## config.mk

```make
export PLATFORM = sky130hd
export DESIGN_NAME = fdt_structure_token_parser_flat
export DESIGN_NICKNAME = d
export VERILOG_FILES = /design/src/rtl/fdtp_pkg.sv /design/src/rtl/fdtp_in_if.sv /design/src/rtl/fdtp_out_if.sv /design/src/rtl/fdtp_classify.sv /design/src/rtl/fdt_structure_token_parser.sv /design/src/flat_wrapper.sv
export VERILOG_INCLUDE_DIRS = /design/src /design/src/rtl
export SDC_FILE = /design/constraint.sdc
export NUM_CORES = 1
export LEC_CHECK = 0
export BUFFER_PORTS_ARGS = -buffer_cell sky130_fd_sc_hd__buf_2
export CELL_PAD_IN_SITES_DETAIL_PLACEMENT = 1
export CELL_PAD_IN_SITES_GLOBAL_PLACEMENT = 2
export CORE_MARGIN = 2
export CORE_UTILIZATION = 35
export CTS_CLUSTER_SIZE = 40
export DETAILED_ROUTE_END_ITERATION = 8
export GPL_TIMING_DRIVEN = 0
export PLACE_DENSITY_LB_ADDON = 0.1
export SETUP_SLACK_MARGIN = 0.2
export SLEW_MARGIN = 20
export SYNTH_ARGS = -nofsm -noshare
export SYNTH_HDL_FRONTEND = slang
export SYNTH_HIERARCHICAL = 1
export SYNTH_SLANG_ARGS = --single-unit
```

## constraint.sdc

```tcl
create_clock -name clk -period 4.2 [get_ports clk]
set_clock_uncertainty 0.2 [all_clocks]
set_input_delay 0.84 -clock clk [delete_from_list [all_inputs] [get_ports clk]]
set_output_delay 0.84 -clock clk [all_outputs]
set_load 0.01 [all_outputs]
```

## src/rtl/assert_macros.svh

```systemverilog
// ----------------------------------------------------------------------------
// assert_macros.svh
// shared concurrent assertion macros, clocked on clk and disabled in rst
// ----------------------------------------------------------------------------
`ifndef ASSERT_MACROS_SVH
`define ASSERT_MACROS_SVH

// same-cycle implication
`define ASSERT_IMPLIES(label, ante, cons) \
  label: assert property (@(posedge clk) disable iff (rst) (ante) |-> (cons)) \
    else $error("assertion failed: same-cycle implication");

// next-cycle implication
`define ASSERT_NEXT(label, ante, cons) \
  label: assert property (@(posedge clk) disable iff (rst) (ante) |=> (cons)) \
    else $error("assertion failed: next-cycle implication");

// invariant
`define ASSERT_ALWAYS(label, cond) \
  label: assert property (@(posedge clk) disable iff (rst) (cond)) \
    else $error("assertion failed: invariant");

`endif

```

## src/rtl/fdtp_pkg.sv

```systemverilog
// ----------------------------------------------------------------------------
// fdtp_pkg
// types, codes and helpers for the device-tree structure token parser
// ----------------------------------------------------------------------------
package fdtp_pkg;

  localparam int MAX_DEPTH = 64;
  localparam int DEPTH_W   = 7;
  localparam int KIND_W    = 4;
  localparam int PHASE_W   = 3;

  // depth ceiling, clipped to what the depth field can hold
  localparam logic [DEPTH_W-1:0] DEPTH_LIMIT =
    (MAX_DEPTH > 127) ? 7'd127 : DEPTH_W'(MAX_DEPTH);

  // parser phases
  localparam logic [PHASE_W-1:0] PH_TOKEN = 3'd0;
  localparam logic [PHASE_W-1:0] PH_NAME  = 3'd1;
  localparam logic [PHASE_W-1:0] PH_PLEN  = 3'd2;
  localparam logic [PHASE_W-1:0] PH_POFF  = 3'd3;
  localparam logic [PHASE_W-1:0] PH_DATA  = 3'd4;

  // result kinds
  localparam logic [KIND_W-1:0] K_BEGIN    = 4'd0;
  localparam logic [KIND_W-1:0] K_NAME     = 4'd1;
  localparam logic [KIND_W-1:0] K_ENDNODE  = 4'd2;
  localparam logic [KIND_W-1:0] K_PLEN     = 4'd3;
  localparam logic [KIND_W-1:0] K_POFF     = 4'd4;
  localparam logic [KIND_W-1:0] K_DATA     = 4'd5;
  localparam logic [KIND_W-1:0] K_NOP      = 4'd6;
  localparam logic [KIND_W-1:0] K_END      = 4'd7;
  localparam logic [KIND_W-1:0] K_BAD      = 4'd8;
  localparam logic [KIND_W-1:0] K_IGNORED  = 4'd9;
  localparam logic [KIND_W-1:0] K_DEPTHERR = 4'd10;

  // structure block tokens, big-endian value
  localparam logic [31:0] TOK_BEGIN_NODE = 32'h0000_0001;
  localparam logic [31:0] TOK_END_NODE   = 32'h0000_0002;
  localparam logic [31:0] TOK_PROP       = 32'h0000_0003;
  localparam logic [31:0] TOK_NOP        = 32'h0000_0004;
  localparam logic [31:0] TOK_END        = 32'h0000_0009;

  typedef struct packed {
    logic [PHASE_W-1:0] phase;
    logic [DEPTH_W-1:0] nest_depth;
    logic [31:0]        bytes_left;
    logic               stopped;
  } fdtp_state_t;

  typedef struct packed {
    logic [KIND_W-1:0]  kind;
    logic [DEPTH_W-1:0] depth;
    logic [31:0]        value;
    logic               last_word;
    logic [2:0]         valid_bytes;
  } fdtp_result_t;

  localparam fdtp_state_t STATE_RESET = '{
    phase:      PH_TOKEN,
    nest_depth: '0,
    bytes_left: '0,
    stopped:    1'b0
  };

  function automatic logic [31:0] swap32(input logic [31:0] w);
    return {w[7:0], w[15:8], w[23:16], w[31:24]};
  endfunction

endpackage

```

## src/rtl/fdtp_in_if.sv

```systemverilog
// ----------------------------------------------------------------------------
// fdtp_in_if
// input channel: one structure-block word per transaction
// ----------------------------------------------------------------------------
interface fdtp_in_if;
  logic        valid;
  logic        ready;
  logic [31:0] word;
  logic        restart;

  modport source (output valid, output word, output restart, input ready);
  modport sink (input valid, input word, input restart, output ready);
endinterface

```

## src/rtl/fdtp_out_if.sv

```systemverilog
// ----------------------------------------------------------------------------
// fdtp_out_if
// result channel: one classified word per transaction
// ----------------------------------------------------------------------------
interface fdtp_out_if;
  logic        valid;
  logic        ready;
  logic [3:0]  kind;
  logic [6:0]  depth;
  logic [31:0] value;
  logic        last_word;
  logic [2:0]  valid_bytes;

  modport source (output valid, output kind, output depth, output value,
                  output last_word, output valid_bytes, input ready);
  modport sink (input valid, input kind, input depth, input value,
                input last_word, input valid_bytes, output ready);
endinterface

```

## src/rtl/fdtp_classify.sv

```systemverilog
// ----------------------------------------------------------------------------
// fdtp_classify
// classifies one word against the parser state and forms the next state
// ----------------------------------------------------------------------------
module fdtp_classify (
  input  logic [31:0]          word,
  input  logic                 restart,
  input  fdtp_pkg::fdtp_state_t  state,
  output fdtp_pkg::fdtp_state_t  state_next,
  output fdtp_pkg::fdtp_result_t result
);
  import fdtp_pkg::*;

  always_comb begin
    fdtp_state_t  cur;
    fdtp_state_t  nxt;
    fdtp_result_t res;
    logic [31:0]  swapped;

    cur     = restart ? STATE_RESET : state;
    nxt     = cur;
    res     = '0;
    res.kind = K_IGNORED;
    swapped = swap32(word);

    if (!cur.stopped) begin
      unique case (cur.phase)
        PH_NAME: begin
          res.kind        = K_NAME;
          res.value       = word;
          // first zero byte ends the name
          priority if (word[7:0] == 8'h00) begin
            res.valid_bytes = 3'd0;
            res.last_word   = 1'b1;
            nxt.phase       = PH_TOKEN;
          end else if (word[15:8] == 8'h00) begin
            res.valid_bytes = 3'd1;
            res.last_word   = 1'b1;
            nxt.phase       = PH_TOKEN;
          end else if (word[23:16] == 8'h00) begin
            res.valid_bytes = 3'd2;
            res.last_word   = 1'b1;
            nxt.phase       = PH_TOKEN;
          end else if (word[31:24] == 8'h00) begin
            res.valid_bytes = 3'd3;
            res.last_word   = 1'b1;
            nxt.phase       = PH_TOKEN;
          end else begin
            // no terminator yet, the name goes on
            res.valid_bytes = 3'd4;
          end
        end
        PH_PLEN: begin
          res.kind       = K_PLEN;
          res.value      = swapped;
          nxt.bytes_left = swapped;
          nxt.phase      = PH_POFF;
        end
        PH_POFF: begin
          res.kind  = K_POFF;
          res.value = swapped;
          nxt.phase = (cur.bytes_left == 32'd0) ? PH_TOKEN : PH_DATA;
        end
        PH_DATA: begin
          res.kind  = K_DATA;
          res.value = word;
          if (cur.bytes_left <= 32'd4) begin
            res.valid_bytes = cur.bytes_left[2:0];
            res.last_word   = 1'b1;
            nxt.bytes_left  = '0;
            nxt.phase       = PH_TOKEN;
          end else begin
            res.valid_bytes = 3'd4;
            nxt.bytes_left  = cur.bytes_left - 32'd4;
          end
        end
        default: begin
          // token phase, unused phase codes read as token phase
          res.value = swapped;
          nxt.phase = PH_TOKEN;
          unique case (swapped)
            TOK_BEGIN_NODE: begin
              if (cur.nest_depth >= DEPTH_LIMIT) begin
                res.kind    = K_DEPTHERR;
                nxt.stopped = 1'b1;
              end else begin
                res.kind       = K_BEGIN;
                nxt.nest_depth = cur.nest_depth + 7'd1;
                nxt.phase      = PH_NAME;
              end
            end
            TOK_END_NODE: begin
              if (cur.nest_depth == '0) begin
                res.kind    = K_DEPTHERR;
                nxt.stopped = 1'b1;
              end else begin
                res.kind       = K_ENDNODE;
                nxt.nest_depth = cur.nest_depth - 7'd1;
              end
            end
            TOK_PROP: begin
              res.kind  = K_PLEN;
              nxt.phase = PH_PLEN;
            end
            TOK_NOP: res.kind = K_NOP;
            TOK_END: begin
              res.kind    = K_END;
              nxt.stopped = 1'b1;
            end
            default: begin
              res.kind    = K_BAD;
              nxt.stopped = 1'b1;
            end
          endcase
        end
      endcase
    end

    res.depth  = nxt.nest_depth;
    state_next = nxt;
    result     = res;
  end

endmodule

```

## src/rtl/fdt_structure_token_parser.sv

```systemverilog
// ----------------------------------------------------------------------------
// fdt_structure_token_parser
// classifies device-tree structure block words into tokens, names and data
// ----------------------------------------------------------------------------
// result: registered, valid in the cycle after its word transaction
// throughput: one word per cycle, set by the single result register; a word is
//   taken whenever that register is empty or being drained in the same cycle
// reset: rst clears the parse state (token expected, depth zero, running)
//   and empties the result register
`include "assert_macros.svh"

module fdt_structure_token_parser (
  input  logic        clk,
  input  logic        rst,
  fdtp_in_if.sink     words,
  fdtp_out_if.source  results
);
  import fdtp_pkg::*;

  // parse state, updated on every accepted word
  fdtp_state_t  state;
  fdtp_state_t  state_next;

  // result register
  fdtp_result_t result;
  fdtp_result_t result_next;
  logic         result_valid;

  logic         accept;

  // the result register parts the two sides: a word goes in while the
  // previous result leaves in the same cycle
  assign words.ready = ~result_valid | results.ready;
  assign accept      = words.valid & words.ready;

  // all per-word work is in the classifier, between state and result
  fdtp_classify u_classify (
    .word       (words.word),
    .restart    (words.restart),
    .state      (state),
    .state_next (state_next),
    .result     (result_next)
  );

  // parse state
  always_ff @(posedge clk) begin
    if (rst) begin
      state <= STATE_RESET;
    end else if (accept) begin
      state <= state_next;
    end
  end

  // result valid flag
  always_ff @(posedge clk) begin
    if (rst) begin
      result_valid <= 1'b0;
    end else if (accept) begin
      result_valid <= 1'b1;
    end else if (results.ready) begin
      result_valid <= 1'b0;
    end
  end

  // result payload, no reset needed
  always_ff @(posedge clk) begin
    if (accept) begin
      result <= result_next;
    end
  end

  assign results.valid       = result_valid;
  assign results.kind        = result.kind;
  assign results.depth       = result.depth;
  assign results.value       = result.value;
  assign results.last_word   = result.last_word;
  assign results.valid_bytes = result.valid_bytes;

  // depth never passes the ceiling
  `ASSERT_ALWAYS(a_depth_bound, state.nest_depth <= DEPTH_LIMIT)
  // a stalled result blocks new words
  `ASSERT_IMPLIES(a_stall_blocks, results.valid && !results.ready, !words.ready)
  // a begin-node transaction moves the parser into the name phase
  `ASSERT_NEXT(a_begin_to_name, accept && result_next.kind == K_BEGIN,
               state.phase == PH_NAME)
  // only end, bad token or depth error can stop a running parse
  `ASSERT_IMPLIES(a_stop_cause,
                  accept && state_next.stopped && !(state.stopped && !words.restart),
                  result_next.kind == K_END || result_next.kind == K_BAD ||
                  result_next.kind == K_DEPTHERR)

endmodule
```

## src/flat_wrapper.sv

```systemverilog
// flat-port wrapper written by rule: the top's interface ports become plain ports
module fdt_structure_token_parser_flat import fdtp_pkg::*;
  (clk, rst, words_valid, words_word, words_restart, words_ready, results_valid, results_kind, results_depth, results_value, results_last_word, results_valid_bytes, results_ready);
  fdtp_in_if words_i ();
  fdtp_out_if results_i ();
  input  logic clk;
  input  logic rst;
  input wire logic [$bits(words_i.valid)-1:0] words_valid;
  input wire logic [$bits(words_i.word)-1:0] words_word;
  input wire logic [$bits(words_i.restart)-1:0] words_restart;
  output wire logic [$bits(words_i.ready)-1:0] words_ready;
  output wire logic [$bits(results_i.valid)-1:0] results_valid;
  output wire logic [$bits(results_i.kind)-1:0] results_kind;
  output wire logic [$bits(results_i.depth)-1:0] results_depth;
  output wire logic [$bits(results_i.value)-1:0] results_value;
  output wire logic [$bits(results_i.last_word)-1:0] results_last_word;
  output wire logic [$bits(results_i.valid_bytes)-1:0] results_valid_bytes;
  input wire logic [$bits(results_i.ready)-1:0] results_ready;
  assign words_i.valid = words_valid;
  assign words_i.word = words_word;
  assign words_i.restart = words_restart;
  assign words_ready = words_i.ready;
  assign results_valid = results_i.valid;
  assign results_kind = results_i.kind;
  assign results_depth = results_i.depth;
  assign results_value = results_i.value;
  assign results_last_word = results_i.last_word;
  assign results_valid_bytes = results_i.valid_bytes;
  assign results_i.ready = results_ready;
  fdt_structure_token_parser u_core (.clk(clk), .rst(rst), .words(words_i), .results(results_i));
endmodule
```

==> results of run 1 <==
==> Yosys cell counts (9+ instances only) <==
cell,number
a21bo_1,43
a21oi_1,73
a21oi_2,44
a22oi_1,14
a31oi_1,9
and3_1,9
buf_2,17
buf_4,10
clkbuf_1,38
dfxtp_1,44
edfxtp_1,47
inv_1,15
nand2_1,115
nand3_1,59
nor2_1,43
nor3_1,14
nor4_1,18
o21ai_0,30
==> area by class of cell <==
cell class / count / area share
Multi-Input combinational cell: 620 / 0.506
Sequential cell: 91 / 0.301
Timing Repair Buffer: 81 / 0.0553
Buffer: 76 / 0.0526
Tap cell: 234 / 0.0385
Clock buffer: 9 / 0.0296
Inverter: 17 / 0.00888
Clock inverter: 7 / 0.00789
==> stage by stage <==
step                      hold slack (ns)  cells  power (mW)  instance area (µm²)  worst slack (ns)
after floorplan                     0.357    804        1.16                 6600             0.915
after global placement              0.370   1118        1.28                 7290            -0.675
after detailed placement            0.375   1119        1.29                 7310            -0.635
after CTS                           0.392   1135        2.11                 7600             0.221
after global routing                0.417   1135        2.17                 7610             0.243
final                               0.389   1135        2.10                 7610             0.292
==> repair_timing <==
action,CTS,global route
hold endpoints to repair,0,0
gates resized for setup,2,4
endpoints found under the setup margin,32,23
==> routing by layer <==
| layer | up-vias | routed length, µm | track usage |
|---|---|---|---|
| met5 | - | 0 | 0 |
| met2 | 261 | 12400 | 0.441 |
| met3 | 46 | 1610 | 0.0327 |
| met4 | 0 | 613 | 0.0847 |
| met1 | 3509 | 12400 | 0.375 |
| li1 | 3179 | - | - |
==> cells by family (layout without fill, tap and decap cells) <==
family          count (synthesis)  in the layout  synth area share
flops                          91             91             0.348
simple gates                  312            312             0.234
fa+ha+maj                       4              4           0.00759
mux                             3              3           0.00493
compound gates                294            294             0.326
xor+xnor                        7              7           0.00930
buf+inv                        93            190            0.0700
==> path summary, 6_finish.rpt <==
check / endpoint / slack (ns) / cells past startpoint
worst max-delay path: u_core/state[28] / 0.29 / 14
worst min-delay path: u_core/state[9] / 0.39 / 2
worst max register to register: u_core/state[28] / 0.86 / 9
worst min register to register: u_core/state[9] / 0.39 / 2
==> state kept, by name, summed over array words and instances (netlist names) <==
register and cells:
u_core/state 43, u_core/results.value 32, u_core/results.depth 7, u_core/results.kind 4
u_core/results.valid_bytes 3, u_core/results.last_word 1, u_core/results.valid 1
==> worst register-to-register path, cell delays in order, from the launching register on <==
cell       delay (ns)
dfxtp_1          0.39
nor4_1           0.87
nand4_1          0.32
nor4_2           0.37
nand2b_2         0.28
buf_4            0.24
a2bb2oi_1        0.22
o32ai_1          0.13
nand3_1          0.14
a21oi_2          0.06
==> power by group through the flow <==
stage	Combinational [mW]	Sequential, mW	Clock [mW]
global placement	0.277	1.00	0
global route	0.312	0.984	0.871
CTS	0.286	0.981	0.840
detailed placement	0.285	1.00	0
floorplan	0.137	1.02	0
finish	0.288	0.980	0.829
==> flow_metrics.tcl, run 1 <==
set metrics [dict create \
    critPathRequiredTime_ns 4.24 \
    internal_power_mw 1.47 \
    final_cell_mix "115 x nand2_1, 98 x buf_2, 73 x a21oi_1, 59 x nand3_1, 47 x edfxtp_1" \
    avgSynthCellArea_um2 8.20 \
    via_per_inst 6.16 \
    syn2layout_area_growth_pct 15.4 \
    clkTransAtPathRegs_ns 0.08 \
    powerDensity_nw_per_um2 276 \
    coreArea_um2 18600 \
    max_stage_delay_ns 0.43 \
    peakVddDrop_v 0.000228 \
    synth_seq_cells 91 \
    insertion_delay_ns 0.36 \
    diodes 0 \
    run_status "completed" \
    syn_inst 804 \
    die-width_um 141 \
    rsz0062_at_grt "false" \
    h-tree-depth 3 \
    routabilityCongestion 0.888 \
    crit_start "words_restart" \
    p_seq_frac 0.467 \
    path_class "input pin to flip-flop" \
    start_util 0.355 \
    holdCritPathClass "flip-flop to flip-flop" \
    ctsHoldBuffers 0 \
    cap_violations 0 \
    synth_top_cell_by_area "edfxtp_1" \
    cts_tree "yes" \
    num-fill-cells 2227 \
    worstMarginPinSlew_ns 0.996 \
    die_h_um 141 \
    io_buffer_count 80 \
    synth_edf_count 47 \
    switching_share 0.301 \
    hpwl_um 20300 \
    cp_top_family "buffers and inverters" \
    synth_ff_type "edfxtp_1" \
    final_nets 937 \
    synthArstFlopShare 0 \
    slew_viol_final 0 \
    grt_overflow 0 \
    drive_above_1_share 0.218 \
    layout_commonest_cell "nand2_1" \
    ys_seq_area_frac 0.348 \
    grt_pass1_vias 7079 \
    grtUsageTotal 0.270 \
    seqCellArea_um2 2290 \
    crit_path_end_kind "flip-flop" \
    cp_num_buf_inv 5 \
    drc 0 \
    root_buffer "clkbuf_16" \
    crit_slowest_cell "nor4_2" \
    ant_nets 0 \
    ios 86 \
    crit_path_start_kind "input pin" \
    synth.distinct_cells 77 \
    grt_pass1_wl_um 41700 \
    drtIter0Drc 452 \
    clock-sinks 91 \
    numCtsBuffers 9 \
    setup_tns_ns 0 \
    wirelength_um 27100 \
    dieArea_um2 20000 \
    leakage_nw 2.74 \
    cp_cell_sequence "buf_2 > clkinvlp_4 > buf_2 > clkbuf_2 > nand2_1 > ha_1 > a31oi_1 > nor4_2 > nand2b_2 > buf_4 > a2bb2oi_1 > o32ai_1 > nand3_1 > a21oi_2" \
    netSwitchingPower_mw 0.631 \
    firstDrtPassIters 4 \
    combPwrFrac 0.138 \
    crit_top_cell "buf_2" \
    holdCritStartpoint "u_core/state[9]" \
    synthesis.area_um2 6600 \
    synthTopCellsByArea "edfxtp_1 21%, dfxtp_1 13%, nand2_1 6.5%, a21bo_1 6.5%, a21oi_2 5.8%" \
    yosysWarnings 6 \
    finalCritPeriodShare 0.930 \
    relSlewSlack 0.330 \
    postCtsSetupRepairBufs 0 \
    multiInputGateArea_um2 3850 \
    r2r_start "u_core/state[13]" \
    setup_viol 0 \
    fmax_ghz 0.256 \
    fp-row-count 50 \
    arrival_ns 3.95 \
    grt_max_degree 34 \
    worstPathMaxFanout 10 \
    wire_per_inst_um 23.9 \
    vias 6995 \
    antenna_found_initial 0 \
    hold_viol_final 0 \
    syn-num-nets 845 \
    power_frac_clock 0.395 \
    cts.path.max_buffers 2 \
    fin_util 0.409 \
    synth_top_area_frac 0.214 \
    fin_crit_ns 3.91 \
]
(Power assumes the default switching activity.)
==> inputs of run 2 (changes only) <==
- ABC_AREA: default -> 1
- CORE_UTILIZATION: 35 -> 32
==> run 2 against run 1 <==
Compared with the run above:
- worst setup slack better by 0.36 ns
- cell area increased by 8.7%
- cell count increased by 32%
- largest cell class unchanged
- first-iteration DRC count shrank 18%
- critical path type unchanged
- sequential power up 9%
- via count is 8.6% higher
- power is 32% higher
==> flow_metrics.tcl, run 2 <==
set metrics [dict create \
    run_status "completed" \
    synth.distinct_cells 36 \
    dp_cells 1480 \
    endpoint "u_core/state[39]" \
    via_per_inst 5.08 \
    synth_top_area_frac 0.198 \
    yosysMostFrequentCell "nand2_1" \
    antenna_found_initial 1 \
    grt_overflow 0 \
    avgSynthCellArea_um2 6.40 \
    slew_viol_final 0 \
    syn2layout_area_growth_pct 15.9 \
    numCtsBuffers 9 \
    r2r_setup_slack_ns 1.50 \
    p_seq_frac 0.384 \
    crit_top_cell "nand2_1" \
    setup_tns_ns 0 \
    worstPathMaxFanout 10 \
    synth_ff_type "edfxtp_1" \
    grt_pass1_wl_um 43700 \
    crit_path_start_kind "input pin" \
    cts-resized-gates 0 \
    regMostFlops "u_core/state" \
    dieArea_um2 23500 \
    drive_above_1_share 0.171 \
    cp_cell_sequence "buf_2 > inv_2 > buf_6 > buf_6 > buf_6 > buf_6 > nand2_2 > inv_1 > ha_1 > nand2_1 > nor2_1 > nand3_1 > nand2_1 > nand2_1 > o21ai_0 > nand2_1 > a21oi_1 > buf_4 > inv_1 > nand3_1 > nand2_1 > nor2_1" \
    wire_per_inst_um 18.4 \
    grtUsageTotal 0.237 \
    holdCritStartpoint "u_core/state[30]" \
    peakVddDrop_v 0.000187 \
    synth_common_cells "264 x nand2_1, 175 x nor2_1, 125 x inv_1, 123 x a21oi_1, 88 x nand3_1" \
    syn_inst 1114 \
    synth_top_cell_by_area "edfxtp_1" \
    path_class "input pin to flip-flop" \
    crit_path_end_kind "flip-flop" \
    place_ws_ns 0.322 \
    io_buffer_count 84 \
    syn-num-nets 1155 \
    cts_tree "yes" \
    powerDensity_nw_per_um2 336 \
    placed_area_um2 7970 \
    hold_viol_final 0 \
    grt_max_degree 28 \
    r2r_cells 14 \
    routabilityCongestion 0.893 \
    cts.path.max_buffers 2 \
    die_h_um 153 \
    root_buffer "clkbuf_16" \
    diodes 0 \
    total_power_mw 2.78 \
    holdCritPathClass "flip-flop to flip-flop" \
    layout_commonest_cell "nand2_1" \
    drc 0 \
    final_nets 1252 \
    synthArstFlopShare 0 \
    postCtsSetupRepairBufs 0 \
    ys_seq_area_frac 0.321 \
    firstDrtPassIters 5 \
    internal_power_mw 1.76 \
    layoutNonFillerInstCount 1496 \
    crit_slowest_cell "a21oi_1" \
    ant_nets 0 \
    r2r-end "u_core/state[26]" \
    rsz0062_at_grt "false" \
    synthesis.area_um2 7130 \
    crit_start "words_restart" \
    hpwl_um 21800 \
    synth_seq_cells 91 \
    ios 86 \
    clkTransAtPathRegs_ns 0.08 \
    cp_num_buf_inv 9 \
    netSwitchingPower_mw 1.02 \
    die-width_um 153 \
    wirelength_um 27600 \
    setup_viol 0 \
    cap_violations 0 \
    critPathRequiredTime_ns 4.30 \
    start_util 0.327 \
    ctsHoldBuffers 0 \
    cp_top_family "buffers and inverters" \
    clock-sinks 91 \
    largest_register_ffs 43 \
    max_stage_delay_ns 0.24 \
    h-tree-depth 3 \
    yosysWarnings 6 \
    relSlewSlack 0.432 \
    cp.depth 22 \
    finalCritPeriodShare 0.845 \
    drtIter0Drc 369 \
    final_cell_mix "264 x nand2_1, 175 x nor2_1, 125 x inv_1, 122 x a21oi_1, 105 x buf_2" \
    final_cell_area_um2 8270 \
    synthTopCellsByArea "edfxtp_1 20%, nand2_1 14%, dfxtp_1 12%, nor2_1 9.2%, a21oi_1 8.6%" \
    fin_crit_ns 3.55 \
    fmax_ghz 0.282 \
    combPwrFrac 0.300 \
    finalWorstSetupSlack_ns 0.649 \
    leakage_nw 4.09 \
    coreArea_um2 21800 \
    r2r_start "u_core/state[41]" \
    fp-row-count 54 \
    power_frac_clock 0.317 \
    insertion_delay_ns 0.36 \
    grt_pass1_vias 7662 \
    vias 7599 \
    synth_edf_count 47 \
    arrival_ns 3.65 \
    worstMarginPinSlew_ns 0.852 \
    switching_share 0.366 \
]
==> run 2: cell types whose count changed in the layout (fill, tap and decap cells not counted), sizes merged, moves of 26 or more <==
cell,previous run,this run
a21bo,44,0
nor2,44,186
inv,18,132
nand3,59,89
nand2,115,279
o21ai,36,69
a21oi,117,143
==> run 2: cells by family after synthesis <==
logic type               Yosys count  synth area share
flip-flops                        91             0.321
adder cells (fa/ha/maj)            4           0.00702
AND/OR/NAND/NOR                  590             0.356
AO/OA/AOI/OAI                    218             0.167
XOR/XNOR                          20            0.0246
buffers and inverters            191             0.124
==> run 2: worst min-delay path by stage <==
stage                     slack [ns]          endpoint  cells past startpoint
after global placement          0.27  u_core/state[30]                      2
final                           0.30  u_core/state[30]                      2
after CTS                       0.30  u_core/state[30]                      2
after detailed placement        0.28  u_core/state[30]                      2
after global routing            0.32  u_core/state[20]                      2
after floorplan                 0.25   u_core/state[0]                      2
==> run 2: metrics by stage <==
step,hold slack (ns),utilization
global route,0.323,0.379
detailed placement,0.279,0.365
CTS,0.297,0.379
finish,0.295,0.379
global placement,0.267,0.362
floorplan,0.252,-
==> run 2: cell type report <==
| type | instances | area [µm²] |
|---|---|---|
| fill | 2928 | 13600 |
| multi-input combinational | 832 | 3970 |
| sequential | 91 | 2290 |
| inverter | 131 | 492 |
| timing repair buffer | 86 | 475 |
| buffer | 60 | 390 |
| tap | 280 | 350 |
| clock buffer | 9 | 225 |
| clock inverter | 7 | 75.1 |
==> run 2: per-layer routing <==
| metal | vias to the layer above | routed length [µm] | track usage |
|---|---|---|---|
| li1 | 3806 | - | - |
| met1 | 3614 | 13700 | 0.331 |
| met2 | 147 | 12300 | 0.380 |
| met3 | 32 | 975 | 0.0264 |
| met4 | 0 | 633 | 0.0772 |
| met5 | - | 0 | 0 |
==> run 2: power groups by stage <==
stage,clock network [mW],registers (mW),logic (mW)
after floorplan,0,1.10,0.532
after global placement,0,1.09,0.812
after detailed placement,0,1.09,0.830
after CTS,0.900,1.07,0.833
after global routing,0.928,1.08,0.935
final,0.880,1.07,0.832
==> run 2: worst register-to-register path: cells and delay by family (launching register included) <==
family | cells | cell delay [ns]
flip-flops | 1 | 0.37
buffers and inverters | 4 | 0.60
AND/OR/NAND/NOR | 9 | 1.20
AO/OA/AOI/OAI | 1 | 0.24
==> inputs of run 3 (changes only) <==
- clock period: 4.2 -> 3.5 ns (I/O delays scaled with it)
==> run 3 against run 2 <==
Compared with the run above:
- via count decreased by 0.67%
- worst setup slack got worse by 0.28 ns
- critical path depth down 4
- wire length decreased by 0.23%
- clock power grew 19%
- non-clock buffer count stayed put
- cell count is the same
- critical endpoint is now u_core/state[21]
- largest cell class unchanged
==> flow_metrics.tcl, run 3 (synthesized netlist as in run 2, its figures left out) <==
set metrics [dict create \
    wire_per_inst_um 18.4 \
    hold_viol_final 0 \
    peakVddDrop_v 0.000222 \
    cts_tree "yes" \
    relSlewSlack 0.421 \
    max_stage_delay_ns 0.30 \
    cts.path.max_buffers 2 \
    leakage_nw 4.10 \
    drive_above_1_share 0.178 \
    holdCritStartpoint "u_core/state[30]" \
    powerDensity_nw_per_um2 401 \
    r2r-end "u_core/state[26]" \
    die-width_um 153 \
    r2r_cells 14 \
    postCtsSetupRepairBufs 0 \
    numCtsBuffers 9 \
    crit_slowest_cell "nor2_4" \
    routabilityCongestion 0.893 \
    dp_cells 1480 \
    arrival_ns 3.23 \
    r2r_setup_slack_ns 0.79 \
    clkTransAtPathRegs_ns 0.08 \
    ant_nets 0 \
    ios 86 \
    fp-row-count 54 \
    root_buffer "clkbuf_16" \
    fmax_ghz 0.320 \
    crit_path_end_kind "flip-flop" \
    die_h_um 153 \
    grt_max_degree 28 \
    layoutNonFillerInstCount 1496 \
    crit_start "words_restart" \
    crit_path_start_kind "input pin" \
    coreArea_um2 21800 \
    dieArea_um2 23500 \
    r2r_start "u_core/state[41]" \
    drtIter0Drc 394 \
    final_cell_mix "262 x nand2_1, 173 x nor2_1, 123 x inv_1, 121 x a21oi_1, 104 x buf_2" \
    cap_violations 0 \
    wirelength_um 27500 \
    slew_viol_final 0 \
    holdCritPathClass "flip-flop to flip-flop" \
    h-tree-depth 3 \
    run_status "completed" \
    syn2layout_area_growth_pct 16.9 \
    critPathRequiredTime_ns 3.60 \
    clock-sinks 91 \
    fin_crit_ns 3.13 \
    firstDrtPassIters 4 \
    total_power_mw 3.34 \
    start_util 0.327 \
    worstMarginPinSlew_ns 0.868 \
    diodes 0 \
    cp_top_family "simple AND/OR/NAND/NOR gates" \
    final_nets 1252 \
    whs_endpoint "u_core/state[30]" \
    cp.depth 18 \
    path_class "input pin to flip-flop" \
    vias 7548 \
    grt_pass1_wl_um 43700 \
    cp_num_buf_inv 5 \
    insertion_delay_ns 0.36 \
    grt_overflow 0 \
    worstPathMaxFanout 10 \
    holdPathStages 2 \
    layout_commonest_cell "nand2_1" \
    finalCritPeriodShare 0.894 \
    rsz0062_at_grt "true" \
    regMostFlops "u_core/state" \
    grtUsageTotal 0.237 \
    cp_cell_sequence "clkbuf_4 > clkinv_4 > buf_8 > buf_8 > nand2_1 > ha_1 > nand3_1 > nor2_4 > nand2_1 > o21ai_0 > nand2_1 > nor2_1 > nor2_1 > nor2_1 > inv_1 > nand3_1 > nand2_1 > nor2_1" \
    hold_ws_ns 0.295 \
    grt_pass1_vias 7663 \
    largest_register_ffs 43 \
    setup_viol 0 \
    hpwl_um 21800 \
    antenna_found_initial 1 \
    via_per_inst 5.05 \
    setup_tns_ns 0 \
    drc 0 \
    io_buffer_count 84 \
]
run 3: cell count changes in the layout (fill, tap and decap cells not counted), sizes merged:
cell    before  now
buf        132  131
clkinv       4    5
inv        132  131
clkbuf      23   24
run 3: how the worst max path moves through the flow:
stage / end
floorplan: u_core/results.depth[0]
detailed placement: u_core/state[39]
finish: u_core/state[21]
CTS: u_core/state[37]
global route: u_core/state[37]
global placement: u_core/state[39]
run 3: per-layer routing:
layer / track usage / vias to the layer above / wire length, µm
met3: 0.0264 / 29 / 943
met5: 0 / - / 0
met1: 0.332 / 3575 / 13800
met4: 0.0772 / 0 / 618
met2: 0.380 / 132 / 12200
li1: - / 3812 / -
run 3: where the power goes:
group / switching, mW / internal (mW) / leakage [nW] / total (mW)
Clock: 0.490 / 0.561 / 0.145 / 1.05
Combinational: 0.674 / 0.336 / 3.13 / 1.01
Sequential: 0.0554 / 1.22 / 0.825 / 1.28
Total: 1.22 / 2.12 / 4.10 / 3.34
run 3: what timing repair did:
action	in CTS	in global routing
gates resized for setup	4	17
pin swaps	0	1
hold buffers	0	0
endpoints found under the hold margin	0	0
setup endpoints to repair	2	20
run 3: metrics by stage:
| stage | setup slack [ns] | utilization | instance area (µm²) |
|---|---|---|---|
| after global routing | 0.163 | 0.382 | 8340 |
| after floorplan | 0.478 | - | 7140 |
| after global placement | -0.231 | 0.362 | 7910 |
| after detailed placement | -0.238 | 0.365 | 7970 |
| final | 0.371 | 0.382 | 8340 |
| after CTS | 0.215 | 0.380 | 8280 |
run 3: area by class of cell:
cell class / instances / area, µm²
well taps: 280 / 350
plain buffers: 60 / 415
clock inverters: 7 / 75.1
clock buffers: 9 / 225
multi-input cells: 832 / 4000
repair buffers: 86 / 478
fillers: 2922 / 13500
inverters: 131 / 499
flip-flops and latches: 91 / 2290
run 3: tightest hold or removal path, stage by stage, from the launching register on:
cell     delay, ns
dfxtp_1       0.33
a21oi_1       0.04
nor2_1        0.08
